<file path="src/hdl/dhr_pkg.sv">
// shared types, constants and arithmetic helpers for the dense regression layer
`timescale 1ns / 1ps
`default_nettype none
package dhr_pkg;

    localparam int LAYER_N   = 16;
    localparam int HALF_N    = LAYER_N / 2;
    localparam int IDX_W     = 4;
    localparam int HALF_W    = $clog2(HALF_N);
    localparam int ADDR_W    = 2 * IDX_W;
    localparam int EXP_DEPTH = 256;
    localparam int EXP_BITS  = $clog2(EXP_DEPTH);
    localparam longint LN2_Q30  = 64'sd744261118;
    localparam longint LN2_HALF = 64'sd372130559;

    typedef enum logic [2:0] {
        OP_WEIGHT      = 3'd0,
        OP_BIAS        = 3'd1,
        OP_INPUT       = 3'd2,
        OP_FORWARD     = 3'd3,
        OP_TARGET      = 3'd4,
        OP_BACKWARD    = 3'd5,
        OP_READ_GRAD   = 3'd6,
        OP_CLEAR_GRADS = 3'd7
    } op_t;

    localparam logic [1:0] KIND_FORWARD = 2'd0;
    localparam logic [1:0] KIND_LOSS    = 2'd1;
    localparam logic [1:0] KIND_GRAD    = 2'd2;

    localparam logic [1:0] GSEL_WEIGHT = 2'd0;
    localparam logic [1:0] GSEL_BIAS   = 2'd1;
    localparam logic [1:0] GSEL_INPUT  = 2'd2;

    typedef enum logic [4:0] {
        ST_IDLE,
        ST_FWD_RD,
        ST_FWD_MAC,
        ST_FWD_OUT,
        ST_BWD_DY,
        ST_BWD_GM,
        ST_BWD_E2,
        ST_BWD_GS,
        ST_BWD_P0,
        ST_BWD_P1,
        ST_BWD_P2,
        ST_BWD_P3,
        ST_BWD_P4,
        ST_BWD_LOSS,
        ST_GRD_RD,
        ST_GRD_OUT
    } state_t;

    typedef struct packed {
        logic             wr_weight;
        logic             wr_bias;
        logic             wr_input;
        logic             wr_target;
        logic             clr_grads;
        logic             fwd_init;
        logic             fwd_mac;
        logic             fwd_out;
        logic             fwd_last;
        logic             bwd_init;
        logic             bwd_dy;
        logic             bwd_gm;
        logic             bwd_e2;
        logic             bwd_gs;
        logic             bwd_p1;
        logic             bwd_p2;
        logic             bwd_p3;
        logic             bwd_p4;
        logic             bwd_loss;
        logic             grd_out;
        logic             rd_hi;
        logic [IDX_W-1:0] row;
        logic [IDX_W-1:0] col;
        logic [1:0]       sel;
    } cmd_t;

    typedef logic [EXP_DEPTH-1:0][31:0] exp_table_t;

    // shift and subtract division, rounded toward zero, for building the table
    function automatic longint div_trunc(input longint num, input longint den);
        longint mag;
        longint quo;
        longint rem;
        int b;
        mag = (num < 0) ? -num : num;
        quo = 0;
        rem = 0;
        for (b = 62; b >= 0; b--)
        begin
            rem = (rem <<< 1) | ((mag >>> b) & 64'sd1);
            if (rem >= den)
            begin
                rem = rem - den;
                quo = quo | (64'sd1 <<< b);
            end
        end
        return (num < 0) ? -quo : quo;
    endfunction

    // exp(-x) at the lower edge of each cell, as 2^n * e^r with a taylor series
    function automatic exp_table_t build_exp_table();
        exp_table_t tab;
        longint t;
        longint n;
        longint r;
        longint sum;
        longint term;
        longint res;
        longint s;
        int k;
        int i;
        for (k = 0; k < EXP_DEPTH; k++)
        begin
            t = ((64'sd8 * EXP_DEPTH) - 64'sd16 * k) * (64'sd1 <<< 30) >>> EXP_BITS;
            n = 0;
            while (t - n * LN2_Q30 > LN2_HALF)
                n++;
            while (t - n * LN2_Q30 < -LN2_HALF)
                n--;
            r = t - n * LN2_Q30;
            sum = 64'sd1 <<< 30;
            term = 64'sd1 <<< 30;
            for (i = 1; i <= 10; i++)
            begin
                term = div_trunc(term * r, longint'(i) <<< 30);
                sum = sum + term;
            end
            s = 14 - n;
            if (s < 1)
                s = 1;
            if (s > 40)
                s = 40;
            res = (sum + (64'sd1 <<< (s - 1))) >>> s;
            tab[k] = res[31:0];
        end
        return tab;
    endfunction

    localparam exp_table_t EXP_TABLE = build_exp_table();

    function automatic logic signed [63:0] ext64(input logic signed [31:0] a);
        return {{32{a[31]}}, a};
    endfunction

    function automatic logic signed [31:0] ext32(input logic signed [15:0] a);
        return {{16{a[15]}}, a};
    endfunction

    function automatic logic signed [31:0] sat32(input logic signed [63:0] v);
        if (v > 64'sd2147483647)
            return 32'sh7FFFFFFF;
        else if (v < -64'sd2147483648)
            return 32'sh80000000;
        else
            return v[31:0];
    endfunction

    function automatic logic signed [31:0] add_sat(input logic signed [31:0] a,
                                                   input logic signed [31:0] b);
        return sat32(ext64(a) + ext64(b));
    endfunction

endpackage
`default_nettype wire

</file>
<file path="src/hdl/dhr_ctrl.sv">
// sequencer for loads, forward sweep, backward sweep and gradient reads
`timescale 1ns / 1ps
`default_nettype none
module dhr_ctrl (
    input  wire logic                     clk,
    input  wire logic                     rst_n,
    input  wire logic                     start,
    input  wire logic [2:0]               operation,
    input  wire logic [dhr_pkg::IDX_W-1:0] row_index,
    input  wire logic [dhr_pkg::IDX_W-1:0] col_index,
    input  wire logic [1:0]               grad_select,
    output logic                          busy,
    output dhr_pkg::cmd_t                 cmd
);
    import dhr_pkg::*;

    localparam logic [IDX_W-1:0] LAST_IDX = IDX_W'(LAYER_N - 1);
    localparam logic [IDX_W-1:0] LAST_HALF = IDX_W'(HALF_N - 1);

    state_t           state_reg, state_next;
    logic [IDX_W-1:0] i_reg, i_next;
    logic [IDX_W-1:0] j_reg, j_next;
    logic [1:0]       sel_reg, sel_next;

    always_ff @(posedge clk or negedge rst_n)
    begin
        if (!rst_n)
        begin
            state_reg <= ST_IDLE;
            i_reg     <= '0;
            j_reg     <= '0;
            sel_reg   <= '0;
        end
        else
        begin
            state_reg <= state_next;
            i_reg     <= i_next;
            j_reg     <= j_next;
            sel_reg   <= sel_next;
        end
    end

    assign busy = (state_reg != ST_IDLE);

    always_comb
    begin
        state_next = state_reg;
        i_next     = i_reg;
        j_next     = j_reg;
        sel_next   = sel_reg;
        cmd        = '0;
        cmd.row    = i_reg;
        cmd.col    = j_reg;
        cmd.sel    = sel_reg;
        case (state_reg)
            ST_IDLE:
            begin
                cmd.row = row_index;
                cmd.col = col_index;
                if (start)
                begin
                    case (op_t'(operation))
                        OP_WEIGHT:
                            cmd.wr_weight = (int'(row_index) < LAYER_N) &&
                                            (int'(col_index) < LAYER_N);
                        OP_BIAS:
                            cmd.wr_bias = (int'(row_index) < LAYER_N);
                        OP_INPUT:
                            cmd.wr_input = (int'(col_index) < LAYER_N);
                        OP_TARGET:
                            cmd.wr_target = (int'(row_index) < HALF_N);
                        OP_CLEAR_GRADS:
                            cmd.clr_grads = 1'b1;
                        OP_FORWARD:
                        begin
                            cmd.fwd_init = 1'b1;
                            i_next       = '0;
                            j_next       = '0;
                            state_next   = ST_FWD_RD;
                        end
                        OP_BACKWARD:
                        begin
                            cmd.bwd_init = 1'b1;
                            i_next       = '0;
                            j_next       = '0;
                            state_next   = ST_BWD_DY;
                        end
                        OP_READ_GRAD:
                        begin
                            i_next     = row_index;
                            j_next     = col_index;
                            sel_next   = grad_select;
                            state_next = ST_GRD_RD;
                        end
                        default:
                            state_next = ST_IDLE;
                    endcase
                end
            end
            ST_FWD_RD:
                state_next = ST_FWD_MAC;
            ST_FWD_MAC:
            begin
                cmd.fwd_mac = 1'b1;
                if (j_reg == LAST_IDX)
                begin
                    j_next     = '0;
                    state_next = ST_FWD_OUT;
                end
                else
                begin
                    j_next     = j_reg + 1'b1;
                    state_next = ST_FWD_RD;
                end
            end
            ST_FWD_OUT:
            begin
                cmd.fwd_out  = 1'b1;
                cmd.fwd_last = (i_reg == LAST_IDX);
                if (i_reg == LAST_IDX)
                    state_next = ST_IDLE;
                else
                begin
                    i_next     = i_reg + 1'b1;
                    state_next = ST_FWD_RD;
                end
            end
            ST_BWD_DY:
            begin
                cmd.bwd_dy = 1'b1;
                state_next = ST_BWD_GM;
            end
            ST_BWD_GM:
            begin
                cmd.bwd_gm = 1'b1;
                state_next = ST_BWD_E2;
            end
            ST_BWD_E2:
            begin
                cmd.bwd_e2 = 1'b1;
                state_next = ST_BWD_GS;
            end
            ST_BWD_GS:
            begin
                cmd.bwd_gs = 1'b1;
                state_next = ST_BWD_P0;
            end
            ST_BWD_P0:
                state_next = ST_BWD_P1;
            ST_BWD_P1:
            begin
                cmd.bwd_p1 = 1'b1;
                state_next = ST_BWD_P2;
            end
            ST_BWD_P2:
            begin
                cmd.bwd_p2 = 1'b1;
                cmd.rd_hi  = 1'b1;
                state_next = ST_BWD_P3;
            end
            ST_BWD_P3:
            begin
                cmd.bwd_p3 = 1'b1;
                cmd.rd_hi  = 1'b1;
                state_next = ST_BWD_P4;
            end
            ST_BWD_P4:
            begin
                cmd.bwd_p4 = 1'b1;
                cmd.rd_hi  = 1'b1;
                if (j_reg == LAST_IDX)
                begin
                    j_next = '0;
                    if (i_reg == LAST_HALF)
                        state_next = ST_BWD_LOSS;
                    else
                    begin
                        i_next     = i_reg + 1'b1;
                        state_next = ST_BWD_DY;
                    end
                end
                else
                begin
                    j_next     = j_reg + 1'b1;
                    state_next = ST_BWD_P0;
                end
            end
            ST_BWD_LOSS:
            begin
                cmd.bwd_loss = 1'b1;
                state_next   = ST_IDLE;
            end
            ST_GRD_RD:
                state_next = ST_GRD_OUT;
            ST_GRD_OUT:
            begin
                cmd.grd_out = 1'b1;
                state_next  = ST_IDLE;
            end
            default:
                state_next = ST_IDLE;
        endcase
    end

endmodule
`default_nettype wire

</file>
<file path="config.mk">
export PLATFORM = sky130hd
export DESIGN_NAME = dhr_ctrl
export DESIGN_NICKNAME = d
export VERILOG_FILES = /design/src/hdl/dhr_pkg.sv /design/src/hdl/dhr_ctrl.sv
export SDC_FILE = /design/constraint.sdc
export NUM_CORES = 1
export LEC_CHECK = 0
export BUFFER_PORTS_ARGS = -buffer_cell sky130_fd_sc_hd__buf_2
export CORE_ASPECT_RATIO = 0.9
export CORE_MARGIN = 10
export CORE_UTILIZATION = 45
export DETAILED_ROUTE_END_ITERATION = 10
export GPL_ROUTABILITY_DRIVEN = 0
export PLACE_DENSITY = 0.76
export SETUP_SLACK_MARGIN = 0.15
export SYNTH_ARGS = -nofsm -noshare
export SYNTH_HDL_FRONTEND = slang
export SYNTH_SLANG_ARGS = --single-unit
</file>
<file path="constraint.sdc">
create_clock -name clk -period 3.03 [get_ports clk]
set_input_delay 0 -clock clk [delete_from_list [all_inputs] [get_ports clk]]
set_output_delay 0 -clock clk [all_outputs]
set_load 0.05 [all_outputs]
</file>
Yosys cells after proc, flatten, opt, wreduce, memory -nomap -nowiden
Cells that the tools add are included.
W data, S select, Z words.
{"block": "totals", "memories": 0, "regBits": 15, "mem_bits_ro": 0, "inputBits": 16, "ram_bits": 0, "latch_bits": 0}
{"block": "classes", "bitwise_logic": 0, "eq_ne": 31, "div_mod_pow": 0, "n_mux": 42, "add_sub_neg": 2, "n_reduce_logical": 12, "shifts": 0, "mul": 0, "magnitude_cmp": 1}
{"op": "$pmux W5 S14", "n": 1}
{"op": "$eq A5 B4 Y1 const B", "n": 8}
{"op": "$mux W4", "n": 7}
{"op": "$pmux W4 S2", "n": 3}
{"op": "$mux W1", "n": 22}
{"op": "$eq A5 B3 Y1 const B", "n": 4}
{"op": "$pmux W5 S3", "n": 1}
{"op": "$eq A3 B3 Y1 const B", "n": 4}
{"op": "$mux W6", "n": 2}
{"op": "$pmux W4 S3", "n": 1}
{"op": "$eq A5 B2 Y1 const B", "n": 2}
{"op": "$mux W5", "n": 2}
{"op": "$add A4 B1 Y4 const B", "n": 2}
{"op": "$eq A4 B4 Y1 const B", "n": 2}
{"op": "$mux W8", "n": 1}
{"op": "$ne A2 B2 Y1 const B", "n": 4}
{"op": "$eq A3 B2 Y1 const B", "n": 2}
{"op": "$reduce_and A3 Y1", "n": 2}
{"op": "$reduce_and A6 Y1", "n": 1}
{"op": "$eq A5 B1 Y1 const B", "n": 1}
{"op": "$logic_not A5 Y1", "n": 1}
{"op": "$reduce_bool A5 Y1", "n": 1}
{"op": "$eq A4 B3 Y1 const B", "n": 1}
{"op": "$lt A4 B4 Y1 const B", "n": 1}
{"op": "other kinds (10)", "n": 12}

Logic depth before layout (Yosys ltp)
Gate-level depths: netlist of run 1.
{"block": "depth", "word_depth": 5, "depth_mapped": 6}

Least setup slack after synthesis of run 1
No wires, ideal clock.
{"block": "synth_path", "path_type": "register to output", "start": "reg state_reg[0]", "end": "out cmd[27] in the netlist's numbering", "stages_incl_launch_ff": 5, "arrival_ns": 2.624, "slack_ns": 0.406, "required_time_ns": 3.030, "path_cell_list": "dfrtp_1 -> nor4_4 -> and2_1 -> nand2_1 -> nor4_1"}
{"item": "start, declared", "line_no": "dhr_ctrl.sv:20", "source": "state_t state_reg, state_next;"}
{"item": "start signal, assigned", "line_no": "dhr_ctrl.sv:36", "source": "state_reg <= state_next;"}
{"item": "end, declared", "line_no": "dhr_ctrl.sv:13", "source": "output dhr_pkg::cmd_t cmd"}

==> flow_metrics.env, run 1 <==
export IMPL_status="finished clean"
export IMPL_cp_end_kind="primary output"
export IMPL_synth_compound_area_share_pct=23.1
export IMPL_crit_type="flip-flop to primary output"
export IMPL_die_w_um=77.7
export IMPL_diodes=0
export IMPL_synth_area_um2=1350
export IMPL_overflow=0
export IMPL_rsz0062_at_grt="false"
export IMPL_final_period_utilization_pct=79.5
export IMPL_max_freq_ghz=0.415
export IMPL_critPathLaunchType="flip-flop"
export IMPL_drt_initial_drc_count=222
export IMPL_synthesis_nets=192
export IMPL_synth_edf_count=0
export IMPL_fp_row_count=18
export IMPL_hp_class="input pin to flip-flop"
export IMPL_crit_path_max_fanout=16
export IMPL_nNetsFinal=241
export IMPL_p_sw_share_pct=59.0
export IMPL_fin_crit_ps=2410
export IMPL_synthArstFlopShare_pct=100
export IMPL_relSlewSlack_pct=63.5
export IMPL_yosys_warnings=0
export IMPL_cp_arrival_ps=2410
export IMPL_ir_drop_uv=613
export IMPL_hold_slack_ps=13.9
export IMPL_synth_top_area_cell="dfrtp_1"
export IMPL_layout_common_cells="47 x buf_2, 24 x nor2_1, 18 x nand2_1"
export IMPL_ys_seq_elements=14
export IMPL_cts_hold_buf=6
export IMPL_hold_viol_final=0
export IMPL_grt_antenna_before_repair=0
export IMPL_synth_cell_types=47
export IMPL_io_buffers=47
export IMPL_ant_nets=0
export IMPL_synth_fa_ha_area_share_pct=1.85
export IMPL_leakage_nw=0.819
export IMPL_power_share_sequential_pct=24.8
export IMPL_report_final_slew_viol_count=0
export IMPL_instances_no_fill=262
export IMPL_grt_max_degree=17
export IMPL_synth_top_family_by_area="simple AND/OR/NAND/NOR gates"
export IMPL_maxCapViolCount=0
export IMPL_cts_buffer_depth=2
export IMPL_cts_max_level=1
export IMPL_utilization_pct=60.2
export IMPL_finalClockSkew_ps=3.66
export IMPL_grt_pass1_wl_um=6510
export IMPL_cp_data_required_time_ps=3030
export IMPL_vias=1450
export IMPL_syn_to_final_growth_pct=25.6
export IMPL_fill_cells=252
export IMPL_p_clk_share_pct=7.8
export IMPL_io_pins=48
export IMPL_rr_startpoint="state_reg[0]"
export IMPL_ys_flop_type="dfrtp_1"
export IMPL_clock_sinks=14
export IMPL_min_to="i_reg[2]"
export IMPL_dieArea_um2=5590
export IMPL_syn_instance_count=174
export IMPL_root_buffer="clkbuf_4"
export IMPL_clkLatencyLatePin_ps=290
export IMPL_start_util_pct=48.0
export IMPL_via_per_inst=5.53
export IMPL_drive_gt1_share_pct=29.7
export IMPL_holdPathStages=3
export IMPL_synth_area_per_cell_um2=7.76
export IMPL_p_sw_w=0.00107
export IMPL_cts_buffers=3
export IMPL_worst_pin_slew_ps=543
export IMPL_grt_total_usage_pct=13.7
export IMPL_die_h_um=72.0
export IMPL_cts_tree="yes"
export IMPL_yosysSeqAreaShare_pct=25.9
export IMPL_drt_total_wl_um=3800
export IMPL_combPwrFrac_pct=67.4
export IMPL_post_cts_setup_buffer_count=0
export IMPL_synthMuxAreaShare_pct=10.5
export IMPL_yosys_area_share_simple_pct=31.0
export IMPL_finalPower_w=0.00181
export IMPL_core_area_um2=2820
export IMPL_first_pass_iters=5
export IMPL_mostFrequentLayoutCell="buf_2"
export IMPL_cts_clk_slew_worst_paths_ps=90
export IMPL_finalSetupViolCount=0
export IMPL_synth_top_area_share_pct=25.9
export IMPL_synth_xor_area_share_pct=1.30
export IMPL_synth_area_top_cells="dfrtp_1 26%, mux2_2 7.5%, nor2_1 6.7%, o21ai_0 5.2%, nand2_1 5.0%"
export IMPL_p_per_area_nw_per_um2=1070
export IMPL_grt_pass1_vias=1362
export IMPL_dp_hpwl_um=2870
export IMPL_p_int_w=0.000743
export IMPL_hp_start="row_index[2]"
export IMPL_r2r_setup_slack_ps=820
export IMPL_dp_cells=252
export IMPL_r2r_end="i_reg[1]"
export IMPL_ctsResizeCount=0
export IMPL_setup_tns_final_ps=0
export IMPL_wire_per_inst_um=14.5
export IMPL_drc=0
export IMPL_rr_worst_depth=5
## layout make-up
class	count	area, um2	area share [%]
tap	40	50.0	2.95
inverter	9	33.8	1.99
clock buffer	4	36.3	2.14
multi-input combinational	140	915	53.9
timing repair buffer	55	310	18.3
sequential	14	350	20.7
## how the worst max path moves through the flow
stage / start / end / slack, ps / depth (start not counted)
after floorplan: state_reg[0] / cmd[27] / 410 / 4
after global placement: state_reg[0] / i_reg[1] / 900 / 5
after detailed placement: state_reg[0] / i_reg[1] / 860 / 5
after CTS: state_reg[0] / cmd[28] / 630 / 5
after global routing: state_reg[0] / cmd[28] / 450 / 5
final: state_reg[0] / cmd[28] / 620 / 5
## worst max-delay path: stages (launching register included)
cell and delay (ps):
dfrtp_1 570, nor4_4 610, and2_1 300, nand2b_1 140, nor3b_1 200, buf_2 290
## metrics by stage
stage,setup slack [ps],cell area (um2)
after detailed placement,860,1600
after global placement,898,1600
after floorplan,406,1350
final,621,1700
after global routing,448,1700
after CTS,628,1700
## routing by layer
layer | track usage (%) | wire (um) | part of all wire [%]
met4 | 1.82 | 14 | 0.37
met2 | 22.6 | 1830 | 48
met3 | 4.93 | 301 | 7.9
met5 | 0 | 0 | 0
met1 | 17.0 | 1650 | 44
## power groups by stage
stage / clock network, W / logic [W] / registers [W]
finish: 0.000141 / 0.00122 / 0.000450
global placement: 0 / 0.00121 / 0.000447
global route: 0.000151 / 0.00133 / 0.000481
detailed placement: 0 / 0.00122 / 0.000451
CTS: 0.000143 / 0.00123 / 0.000447
floorplan: 0 / 0.00101 / 0.000410
## synth_stat cells (2+ instances only)
cell	count
o211ai_1	4
o21ai_0	14
nand2b_1	5
nor2_1	24
and3b_1	2
dfrtp_1	14
mux2_2	9
o221ai_1	2
a32oi_1	2
a31oi_1	4
nand4b_1	2
o2bb2ai_1	2
nand2_1	18
nor3_1	3
and2_1	2
nor4bb_1	2
a21oi_1	4
a21o_1	3
nand3_1	4
a22oi_1	2
nand4_1	2
a211o_1	2
clkbuf_1	8
ha_1	2
buf_2	2
mux2i_1	4
and3_1	3
nor3b_1	2
inv_1	9
## kinds of logic (layout without fill, tap and decap cells)
logic type,count (synthesis),after routing
buffers and inverters,20,68
and+or+nand+nor,77,77
muxes,13,13
adders and majority gates,2,2
AOI/OAI and AO/OA,46,46
xor gates and xnor gates,2,2
DFF,14,14
(Power assumes the default switching activity.)
==> inputs of run 2 (changes only) <==
--- a/config.mk
+++ b/config.mk
@@ -11,7 +11,7 @@
 export CORE_UTILIZATION = 45
 export DETAILED_ROUTE_END_ITERATION = 10
 export GPL_ROUTABILITY_DRIVEN = 0
-export PLACE_DENSITY = 0.76
+export PLACE_DENSITY = 0.79
 export SETUP_SLACK_MARGIN = 0.15
 export SYNTH_ARGS = -nofsm -noshare
 export SYNTH_HDL_FRONTEND = slang
==> constraint.sdc (replaced) <==
create_clock -name clk -period 2.12 [get_ports clk]
set_input_delay 0 -clock clk [delete_from_list [all_inputs] [get_ports clk]]
set_output_delay 0 -clock clk [all_outputs]
set_load 0.05 [all_outputs]
==> run 2 against run 1 <==
Effect of this change:
- global-route usage decreased by 0.24 points
- first-iteration DRC count decreased by 20%
- combinational power is 61% higher
- clock skew is 2.8 ps lower
- power grew 53%
- via count grew 6.0%
- flip-flop and latch count unchanged
- register-to-register slack lost 610 ps
- final cell count is 5.0% higher
- clock power grew 40%
- largest cell class unchanged
==> flow_metrics.env, run 2 (synthesized netlist as in run 1, its figures left out) <==
export IMPL_place_worst_setup_slack_ps=127
export IMPL_vias=1537
export IMPL_p_sw_share_pct=57.1
export IMPL_crit_cells=5
export IMPL_io_buffers=47
export IMPL_status="finished clean"
export IMPL_r2r_end="i_reg[1]"
export IMPL_max_freq_ghz=0.510
export IMPL_combPwrFrac_pct=71.0
export IMPL_hp_class="input pin to flip-flop"
export IMPL_grt_pass1_wl_um=6440
export IMPL_ir_drop_uv=778
export IMPL_mostFrequentLayoutCell="buf_2"
export IMPL_p_sw_w=0.00159
export IMPL_cp_end_kind="primary output"
export IMPL_fin_crit_ps=1960
export IMPL_setup_tns_final_ps=0
export IMPL_clkLatencyLatePin_ps=280
export IMPL_cp_data_required_time_ps=2120
export IMPL_die_w_um=77.7
export IMPL_cts_buffer_depth=2
export IMPL_worst_pin_slew_ps=440
export IMPL_cpMaxStageDelayCell="dfrtp_2"
export IMPL_path_cells="buf_4 -> nor4bb_1 -> buf_4 -> and2_1 -> buf_2"
export IMPL_report_final_slew_viol_count=0
export IMPL_crit_path_start="state_reg[3]"
export IMPL_cp_buffers_inverters=3
export IMPL_wire_per_inst_um=15.1
export IMPL_nNetsFinal=254
export IMPL_cpMostUsedCell="buf_4"
export IMPL_fill_cells=242
export IMPL_cts_tree="yes"
export IMPL_finalClockSkew_ps=0.879
export IMPL_finalSetupViolCount=0
export IMPL_cp_arrival_ps=1960
export IMPL_via_per_inst=5.59
export IMPL_maxCapViolCount=0
export IMPL_r2r_setup_slack_ps=210
export IMPL_cts_max_level=1
export IMPL_ant_nets=0
export IMPL_cts_clk_slew_worst_paths_ps=90
export IMPL_min_to="j_reg[1]"
export IMPL_relSlewSlack_pct=70.7
export IMPL_final_period_utilization_pct=92.5
export IMPL_drc=0
export IMPL_drt_initial_drc_count=178
export IMPL_holdPathStages=3
export IMPL_rr_worst_depth=5
export IMPL_power_share_sequential_pct=21.9
export IMPL_dieArea_um2=5590
export IMPL_grt_pass1_vias=1337
export IMPL_p_per_area_nw_per_um2=1510
export IMPL_grt_total_usage_pct=13.4
export IMPL_p_clk_share_pct=7.1
export IMPL_leakage_nw=0.882
export IMPL_grt_max_degree=17
export IMPL_rr_startpoint="state_reg[3]"
export IMPL_core_area_um2=2820
export IMPL_cts_buffers=3
export IMPL_dp_hpwl_um=3070
export IMPL_crit_path_max_fanout=10
export IMPL_syn_to_final_growth_pct=36.0
export IMPL_grt_antenna_before_repair=0
export IMPL_first_pass_iters=4
export IMPL_hold_slack_ps=12.8
export IMPL_overflow=0
export IMPL_crit_type="flip-flop to primary output"
export IMPL_die_h_um=72.0
export IMPL_drive_gt1_share_pct=38.3
export IMPL_root_buffer="clkbuf_4"
export IMPL_p_int_w=0.00119
export IMPL_critPathLaunchType="flip-flop"
export IMPL_layout_common_cells="42 x buf_2, 24 x nor2_1, 18 x nand2_1"
export IMPL_hp_start="col_index[1]"
export IMPL_clock_sinks=14
export IMPL_drt_total_wl_um=4140
export IMPL_diodes=0
export IMPL_hold_viol_final=0
export IMPL_slowest_delay_ps=500
export IMPL_crit_family="buffers and inverters"
export IMPL_rsz0062_at_grt="true"
export IMPL_start_util_pct=48.0
export IMPL_layout_setup_ws_ps=159
export IMPL_fp_row_count=18
export IMPL_io_pins=48
## run 2: changes by cell type in the layout (fill, tap and decap cells not counted), moves of 2 or more
cell,before,now
buf_2,47,42
buf_4,2,17
clkbuf_4,3,6
dfrtp_1,14,10
dfrtp_2,0,4
nor3_1,3,1
nor3_2,0,2
## run 2: cell type report
type | count | area [um2] | area share (%)
Clock buffer | 4 | 36.3 | 1.98
Inverter | 9 | 33.8 | 1.84
Timing Repair Buffer | 68 | 422 | 23.0
Multi-Input combinational cell | 140 | 938 | 51.1
Tap cell | 40 | 50.0 | 2.73
Sequential cell | 14 | 355 | 19.4
## run 2: metal layers
layer | global-route usage [%] | vias up | part of all wire (%)
met5 | 0 | - | 0
met4 | 3.64 | 0 | 1.8
met3 | 4.80 | 11 | 8.6
met2 | 23.2 | 74 | 49
met1 | 15.3 | 693 | 40
li1 | - | 759 | -
## run 2: power by group through the flow
stage	clock [W]	combinational [W]	sequential, W
CTS	0.000203	0.00185	0.000624
finish	0.000198	0.00197	0.000608
floorplan	0	0.00145	0.000586
global route	0.000214	0.00212	0.000635
global placement	0	0.00181	0.000616
detailed placement	0	0.00183	0.000622
## run 2: worst reg2reg max path: cells and delay by family (launching register included)
kind	cells	cell delay, ps
AOI/OAI and AO/OA	2	410
buffers and inverters	1	180
DFF	1	500
muxes	1	330
and+or+nand+nor	1	400
## run 2: repair_timing
action,4_1_cts,5_1_grt
endpoints found under the setup margin,15,11
buffers inserted,0,8
resized for setup,6,5
pin swaps,1,3
hold buffers,5,0
endpoints found under the hold margin,18,0
## run 2: through the flow
step	cell area (um2)	power, W	utilization [%]	instances
after CTS	1760	0.00268	62.6	267
final	1840	0.00278	65.2	275
after global routing	1840	0.00297	65.2	275
after detailed placement	1670	0.00245	59.2	258
after floorplan	1370	0.00203	-	174
after global placement	1670	0.00242	59.2	258
## run 2: how the worst max path moves through the flow
stage / endpoint
after detailed placement: j_reg[3]
after global placement: j_reg[3]
after CTS: cmd[7]
final: cmd[22]
after global routing: cmd[28]
after floorplan: cmd[27]
